`src/hw/rtl/csvg_pkg.sv`:
```
// curved screen vertex generator: shared constants, types and helper functions
// used by every module of the block, no dependencies
package csvg_pkg;

	localparam int MAX_SEGMENTS    = 64;
	localparam int CORDIC_STEPS    = 20;
	localparam int IDX_W           = $clog2(MAX_SEGMENTS + 1);
	localparam int TAB_DEPTH       = MAX_SEGMENTS + 1;
	localparam int WIDE_W          = 16;
	localparam int STEPS_PER_STAGE = 2;
	localparam int CORDIC_STAGES   = (CORDIC_STEPS + STEPS_PER_STAGE - 1) / STEPS_PER_STAGE;
	localparam int CORDIC_W        = 34;
	localparam int DIV_W           = 48;
	localparam int DEN_W           = 32;
	localparam int CNT_W           = $clog2(DIV_W + 1);

	localparam logic [24:0] MIN_CURV        = 25'd1;
	localparam logic [24:0] MAX_CURV        = 25'd23592960;
	localparam logic [30:0] RAD_MAX         = 31'h7FFF_FFFF;
	localparam logic [28:0] INV4PI_Q32      = 29'd341782638;
	localparam logic [21:0] DEG_PER_RAD_Q16 = 22'd3754936;
	localparam logic [31:0] GAIN_Q30        = 32'd652032875;
	localparam logic [9:0]  ARC_DIV         = 10'd720;

	typedef enum logic [2:0] {
		REG_WIDTH    = 3'd0,
		REG_HEIGHT   = 3'd1,
		REG_DISTANCE = 3'd2,
		REG_CURV     = 3'd3,
		REG_FIXED    = 3'd4,
		REG_VERTICAL = 3'd5,
		REG_SEGMENTS = 3'd6
	} reg_idx_t;

	typedef struct packed {
		logic [23:0]      width;
		logic [23:0]      height;
		logic [23:0]      vdist;
		logic [24:0]      curv;
		logic             fixed;
		logic             vertical;
		logic [IDX_W-1:0] nseg;
	} cfg_t;

	typedef struct packed {
		logic [16:0] tex;
		logic [7:0]  first_slot;
		logic [7:0]  second_slot;
		logic        has_quad;
		logic [7:0]  next_first;
		logic [7:0]  next_second;
		logic [8:0]  tri_offset;
	} side_t;

	typedef struct packed {
		logic [31:0] turn;
		logic [16:0] tex;
	} tab_t;

	typedef struct packed {
		logic             en;
		logic [IDX_W-1:0] addr;
		tab_t             data;
	} tab_wr_t;

	// arctan(2^-k) in binary angle units, 2^32 per turn
	function automatic logic [31:0] atan_turn(input int k);
		logic [31:0] v;
		case (k)
			0:  v = 32'd536870912;
			1:  v = 32'd316933406;
			2:  v = 32'd167458907;
			3:  v = 32'd85004756;
			4:  v = 32'd42667331;
			5:  v = 32'd21354465;
			6:  v = 32'd10679838;
			7:  v = 32'd5340245;
			8:  v = 32'd2670163;
			9:  v = 32'd1335087;
			10: v = 32'd667544;
			11: v = 32'd333772;
			12: v = 32'd166886;
			13: v = 32'd83443;
			14: v = 32'd41722;
			15: v = 32'd20861;
			16: v = 32'd10430;
			17: v = 32'd5215;
			18: v = 32'd2608;
			19: v = 32'd1304;
			20: v = 32'd652;
			21: v = 32'd326;
			22: v = 32'd163;
			23: v = 32'd81;
			24: v = 32'd41;
			25: v = 32'd20;
			26: v = 32'd10;
			27: v = 32'd5;
			28: v = 32'd3;
			29: v = 32'd1;
			default: v = 32'd0;
		endcase
		return v;
	endfunction

	function automatic logic signed [31:0] sat32(input logic signed [63:0] v);
		logic signed [31:0] r;
		if (v > 64'sd2147483647) begin
			r = 32'sh7FFF_FFFF;
		end else if (v < -64'sd2147483648) begin
			r = 32'sh8000_0000;
		end else begin
			r = v[31:0];
		end
		return r;
	endfunction

endpackage

```
`src/hw/rtl/csvg_div.sv`:
```
// bit-serial rounding divider, one quotient bit per cycle
// depends on csvg_pkg
module csvg_div (
	input  logic                        clk,
	input  logic                        arst_n,
	input  logic                        start,
	input  logic [csvg_pkg::DIV_W-1:0]  num,
	input  logic [csvg_pkg::DEN_W-1:0]  den,
	output logic                        done,
	output logic [csvg_pkg::DIV_W-1:0]  quot
);

	logic                       run_q;
	logic                       done_q;
	logic [csvg_pkg::CNT_W-1:0] cnt_q;
	logic [csvg_pkg::DEN_W-1:0] r_q;
	logic [csvg_pkg::DEN_W-1:0] d_q;
	logic [csvg_pkg::DIV_W-1:0] q_q;
	logic [csvg_pkg::DEN_W:0]   trial;
	logic                       ge;

	always_comb begin
		trial = {r_q, q_q[csvg_pkg::DIV_W-1]};
		ge    = trial >= {1'b0, d_q};
	end

	always_ff @(posedge clk or negedge arst_n) begin
		if (!arst_n) begin
			run_q  <= 1'b0;
			done_q <= 1'b0;
			cnt_q  <= '0;
		end else begin
			done_q <= 1'b0;
			if (start) begin
				run_q <= 1'b1;
				cnt_q <= csvg_pkg::CNT_W'(csvg_pkg::DIV_W);
			end else if (run_q) begin
				cnt_q <= cnt_q - csvg_pkg::CNT_W'(1);
				if (cnt_q == csvg_pkg::CNT_W'(1)) begin
					run_q  <= 1'b0;
					done_q <= 1'b1;
				end
			end
		end
	end

	// half the divisor is added up front for round to nearest
	always_ff @(posedge clk) begin
		if (start) begin
			d_q <= den;
			r_q <= '0;
			q_q <= num + csvg_pkg::DIV_W'(den >> 1);
		end else if (run_q) begin
			r_q <= ge ? csvg_pkg::DEN_W'(trial - {1'b0, d_q}) : trial[csvg_pkg::DEN_W-1:0];
			q_q <= {q_q[csvg_pkg::DIV_W-2:0], ge};
		end
	end

	assign done = done_q;
	assign quot = q_q;

endmodule

```
`src/hw/rtl/csvg_prep.sv`:
```
// table builder: radius and per-index binary angle and texture coordinate
// depends on csvg_pkg and csvg_div
module csvg_prep (
	input  logic                      clk,
	input  logic                      arst_n,
	input  logic                      start,
	input  csvg_pkg::cfg_t            cfg,
	output logic                      busy,
	output logic [30:0]               rad,
	output csvg_pkg::tab_wr_t         tab_wr
);

	typedef enum logic [8:0] {
		P_IDLE   = 9'b000000001,
		P_RAD    = 9'b000000010,
		P_RAD_W  = 9'b000000100,
		P_TURN   = 9'b000001000,
		P_TURN_W = 9'b000010000,
		P_MUL    = 9'b000100000,
		P_TEX    = 9'b001000000,
		P_TEX_W  = 9'b010000000,
		P_WRITE  = 9'b100000000
	} prep_state_t;

	prep_state_t                  state_q;
	logic [csvg_pkg::IDX_W-1:0]   i_q;
	logic [30:0]                  rad_q;
	logic [31:0]                  turn_q;
	logic [16:0]                  tex_q;
	logic [csvg_pkg::DIV_W-1:0]   mr_q;
	logic [28:0]                  mk_q;
	logic [csvg_pkg::DIV_W-1:0]   acc_q;

	logic [23:0]                  len;
	logic [24:0]                  deg;
	logic [csvg_pkg::IDX_W:0]     two_i;
	logic [csvg_pkg::IDX_W:0]     nn;
	logic [csvg_pkg::IDX_W:0]     mag;
	logic                         neg;
	logic                         div_start;
	logic                         div_done;
	logic [csvg_pkg::DIV_W-1:0]   div_num;
	logic [csvg_pkg::DEN_W-1:0]   div_den;
	logic [csvg_pkg::DIV_W-1:0]   div_quot;

	always_comb begin
		len   = cfg.vertical ? cfg.height : cfg.width;
		if (cfg.curv < csvg_pkg::MIN_CURV) begin
			deg = csvg_pkg::MIN_CURV;
		end else if (cfg.curv > csvg_pkg::MAX_CURV) begin
			deg = csvg_pkg::MAX_CURV;
		end else begin
			deg = cfg.curv;
		end
		two_i = {i_q, 1'b0};
		nn    = {1'b0, cfg.nseg};
		neg   = two_i < nn;
		mag   = neg ? (nn - two_i) : (two_i - nn);
	end

	always_comb begin
		div_start = 1'b0;
		div_num   = '0;
		div_den   = csvg_pkg::DEN_W'(1);
		unique case (state_q)
			P_RAD: begin
				div_start = 1'b1;
				div_num   = csvg_pkg::DIV_W'(len) * csvg_pkg::DIV_W'(csvg_pkg::DEG_PER_RAD_Q16);
				div_den   = csvg_pkg::DEN_W'(deg);
			end
			P_TURN: begin
				div_start = 1'b1;
				if (cfg.fixed) begin
					div_num = (csvg_pkg::DIV_W'(mag) * csvg_pkg::DIV_W'(deg)) << 16;
					div_den = csvg_pkg::DEN_W'(csvg_pkg::DEN_W'(csvg_pkg::ARC_DIV)
						* csvg_pkg::DEN_W'(cfg.nseg));
				end else begin
					div_num = (csvg_pkg::DIV_W'(mag) * csvg_pkg::DIV_W'(len)) << 16;
					div_den = csvg_pkg::DEN_W'(csvg_pkg::DEN_W'(cfg.nseg)
						* csvg_pkg::DEN_W'(rad_q));
				end
			end
			P_TEX: begin
				div_start = 1'b1;
				div_num   = csvg_pkg::DIV_W'(i_q) << 16;
				div_den   = csvg_pkg::DEN_W'(cfg.nseg);
			end
			default: begin
				div_start = 1'b0;
			end
		endcase
	end

	csvg_div u_div (
		.clk    (clk),
		.arst_n (arst_n),
		.start  (div_start),
		.num    (div_num),
		.den    (div_den),
		.done   (div_done),
		.quot   (div_quot)
	);

	always_ff @(posedge clk or negedge arst_n) begin
		if (!arst_n) begin
			state_q <= P_IDLE;
			i_q     <= '0;
		end else begin
			unique case (state_q)
				P_IDLE: begin
					if (start) begin
						i_q     <= '0;
						state_q <= cfg.fixed ? P_RAD : P_TURN;
					end
				end
				P_RAD:    state_q <= P_RAD_W;
				P_RAD_W:  if (div_done) state_q <= P_TURN;
				P_TURN:   state_q <= P_TURN_W;
				P_TURN_W: if (div_done) state_q <= cfg.fixed ? P_TEX : P_MUL;
				P_MUL:    if (mk_q == '0) state_q <= P_TEX;
				P_TEX:    state_q <= P_TEX_W;
				P_TEX_W:  if (div_done) state_q <= P_WRITE;
				P_WRITE: begin
					if (i_q == cfg.nseg) begin
						state_q <= P_IDLE;
					end else begin
						i_q     <= i_q + csvg_pkg::IDX_W'(1);
						state_q <= P_TURN;
					end
				end
				default: state_q <= P_IDLE;
			endcase
		end
	end

	// datapath registers, no reset needed
	always_ff @(posedge clk) begin
		if (state_q == P_IDLE && start && !cfg.fixed) begin
			rad_q <= (cfg.vdist == '0) ? 31'd1 : 31'(cfg.vdist);
		end
		if (state_q == P_RAD_W && div_done) begin
			rad_q <= (div_quot > csvg_pkg::DIV_W'(csvg_pkg::RAD_MAX))
				? csvg_pkg::RAD_MAX : div_quot[30:0];
		end
		if (state_q == P_TURN_W && div_done) begin
			turn_q <= div_quot[31:0];
			mr_q   <= div_quot;
			mk_q   <= csvg_pkg::INV4PI_Q32;
			acc_q  <= '0;
		end
		// shift-add by the 1/(4 pi) constant, keeping product bits 47:16
		if (state_q == P_MUL) begin
			if (mk_q == '0) begin
				turn_q <= acc_q[47:16];
			end else begin
				acc_q <= acc_q + (mk_q[0] ? mr_q : '0);
				mr_q  <= mr_q << 1;
				mk_q  <= mk_q >> 1;
			end
		end
		if (state_q == P_TEX_W && div_done) begin
			tex_q <= div_quot[16:0];
		end
	end

	always_comb begin
		tab_wr.en        = (state_q == P_WRITE);
		tab_wr.addr      = i_q;
		tab_wr.data.turn = neg ? (32'd0 - turn_q) : turn_q;
		tab_wr.data.tex  = tex_q;
	end

	assign busy = (state_q != P_IDLE);
	assign rad  = rad_q;

endmodule

```
`config.mk`:
```
export PLATFORM = sky130hd
export DESIGN_NAME = csvg_prep
export DESIGN_NICKNAME = d
export VERILOG_FILES = /design/src/hw/rtl/csvg_pkg.sv /design/src/hw/rtl/csvg_div.sv /design/src/hw/rtl/csvg_prep.sv
export SDC_FILE = /design/constraint.sdc
export NUM_CORES = 2
export LEC_CHECK = 0
export ABC_AREA = 1
export BUFFER_PORTS_ARGS = -buffer_cell sky130_fd_sc_hd__buf_2
export CORE_MARGIN = 2
export CORE_UTILIZATION = 60
export DETAILED_ROUTE_END_ITERATION = 8
export HOLD_SLACK_MARGIN = 0.06
export PLACE_DENSITY = 0.76
export SETUP_SLACK_MARGIN = 0.02
export SYNTH_ARGS = -nofsm -noshare
export SYNTH_HDL_FRONTEND = slang
export SYNTH_SLANG_ARGS = --single-unit
```
`constraint.sdc`:
```
create_clock -name clk -period 16.1 [get_ports clk]
set_input_delay 1.61 -clock clk [delete_from_list [all_inputs] [get_ports clk]]
set_output_delay 1.61 -clock clk [all_outputs]
set_load 0.01 [all_outputs]
```
==> results.ini <==
[detailed_routing]
drt-initial-drc-count = 4548
wl_per_cell_um = 19.94
ant_nets = 0
via_per_inst = 5.659
wirelength_mm = 173.5
vias = 49230
drt_pass1_iterations = 6
drcViolationCount = 0

[floorplanning]
die-area_um2 = 90020
core_region_area_um2 = 86750
ios = 198
start_util_pct = 60.61
rows = 108
die_x_um = 300.0
die_y_um = 300.0

[cells_and_area]
area_growth_pct = 6.289
drive_above_1_share_pct = 6.388
fin_area_um2 = 55890
n_antenna_cell = 0
nNetsFinal = 8695

[grt]
grt.busiest_layer = met2
grt_max_degree = 81
grt_util_met3_pct = 5.571
overflow = 0
grt_usage_pct = 38.73
global_route.usage.met1_pct = 50.26
grt_pass1_wl_mm = 270.7
antenna_found_initial = 2
grt_pass1_vias = 48390
met2_usage_pct = 61.90

[place]
post-dp-hpwl_mm = 141.9
place_congestion = 1.029
io_buffers = 197
dpl_cell_area_um2 = 54680
preCtsSetupSlack_ns = 3.964

[sta]
post-route-min-period_ns = 11.82
rsz0062_at_grt = no
maxSlewHeadroom_pct = 7.034
worst_slew_pin_slew_ns = 1.390
setup_ws_ns = 4.280
hold-worst-slack_ns = 0.4596
fin_tns_setup_ns = 0
final_hold_viol_count = 0
fmax_mhz = 84.61
slew_violations = 0
min_period_over_period_pct = 73.41
finalSetupViolations = 0
fin_skew_ns = 0.02485

[clock_network]
clock_sinks = 341
clk_pin_slew_ns = 0.06
cts_made_buffers = 37
cts-root-buf = clkbuf_16
clockBufferDepth = 3
post_cts_buffers = 0
cts_tree = done
cts_max_level = 2
cts_resized = 0
hold_buffers = 0
clk_latency_ns = 0.58

[logic_synthesis]
synth_seq_area_share_pct = 15.65
synth_top_cell_area_share_pct = 22.73
synth-edff-count = 128
muxShareOfSynthArea_pct = 0
synth_nets = 8587
netlist_area_um2 = 52580
netlist_top_cells_count = nand2_1 (1,719), inv_1 (1,522), nor2_1 (793), fa_1 (597), ha_1 (472)
synth_compound_area_share_pct = 10.44
synth_top_family_by_area = adder cells
synth_xor_area_share_pct = 2.682
syn_area_per_cell_um2 = 7.097
synth-main-ff-cell = dfxtp_1
synth_top_cell_by_area = fa_1
synth_fa_ha_area_share_pct = 33.96
synth_cells = 7409
synth_most_common_cell = nand2_1
yosysWarnings = 0
synth-seq-cells = 341
synthArstFlopShare_pct = 7.038
synth-simple-area-share_pct = 24.78
synth_area_leaders = fa_1 (23%), nand2_1 (12%), ha_1 (11%)
ys_types = 69

[critical_path]
crit_start = cfg[0]
reg2reg_from = i_q[2]$_DFFE_PN0P_
r2r_end = u_div.quot[44]$_DFFE_PP_
end_kind = register
cp.depth = 44
critical-path-top-delay-family = adder cells
crit_buf_inv = 9
critPathRequiredTime_ns = 16.43
cpMostUsedCell = nand2_1
r2r_cells = 44
worst-path-max-fanout = 36
critical-path-max-stage-delay_ns = 0.86
cp-endpoint = u_div.quot[44]$_DFFE_PP_
crit_path_top_delay_cell = clkinv_1
r2r_slack_ns = 6.37
cp-start-kind = input port
path_class = in -> reg
cp.arrival_ns = 12.15

[run]
maxCapViolCount = 0

[run_status]
status = finished clean

[min_path]
hp-start = mr_q[8]$_DFF_P_
hold_class = reg -> reg

[registers in the layout, summed over array words and instances (netlist names)]
name         flops
acc_q           48
mr_q            48
u_div.quot      48
turn_q          32
u_div.d_q       32
u_div.r_q       32
rad             31
mk_q            29
tex_q           17
state_q          9
i_q              7
u_div.cnt_q      6
u_div.done       1
u_div.run_q      1
[metrics by stage]
stage          cells  utilization [%]
5_1_grt         8700            64.42
6_report        8700            64.42
4_1_cts         8700            64.42
2_1_floorplan   7409                -
3_5_place_dp    8633            63.03
3_3_place_gp    8633            63.03
[layout make-up]
class                   instances  area [um^2]
fillers                      8024        30870
repair buffers                244         1339
clock inverters                19        175.2
clock buffers                  48         1028
flip-flops and latches        341         8229
inverters                    1547         5817
multi-input cells            5346        37850
well taps                    1155         1445
[placed cells by master (no fill, tap or decap), drive strengths merged, types with 23 or more instances in the layout]
master and n:
a21oi 368, a31oi 72, buf 244, clkbuf 48
dfrtp 23, dfxtp 189, edfxtp 128, fa 597
ha 472, inv 1543, nand2 1762, nand3 315
nand4 56, nor2 824, nor3 52, nor4 32
o21ai 399, or2 53, xnor2 82, xor2 79
[routing by layer]
metal | share of wire, % | vias up
met2 | 45 | 2225
met5 | 0.017 | -
met4 | 7.0 | 4
li1 | - | 23270
met3 | 7.9 | 495
met1 | 41 | 23240
[cells by family after synthesis]
family	after synthesis
xor gates and xnor gates	161
DFF	341
AOI/OAI and AO/OA	989
buffers and inverters	1722
and+or+nand+nor	3127
adders and majority gates	1069
[how the worst min path moves through the flow]
stage                             endpoint  cells past startpoint
CTS                        mr_q[9]$_DFF_P_                      2
global route               mr_q[9]$_DFF_P_                      2
detailed placement         mr_q[9]$_DFF_P_                      2
floorplan           state_q[4]$_DFFE_PN0P_                      1
finish                     mr_q[9]$_DFF_P_                      2
global placement          mk_q[28]$_DFF_P_                      2
[worst reg2reg max path: cells and delay by family, from the launching register on]
family          cells  cell delay, ns
compound gates      5            0.89
xor+xnor            1            0.56
buf+inv             8            1.25
flops               1            0.52
simple gates       23            3.01
fa+ha+maj           7            3.29
Power is not shown: default switching activity piles up to over one toggle a cycle in this logic, so the estimate is an artifact.
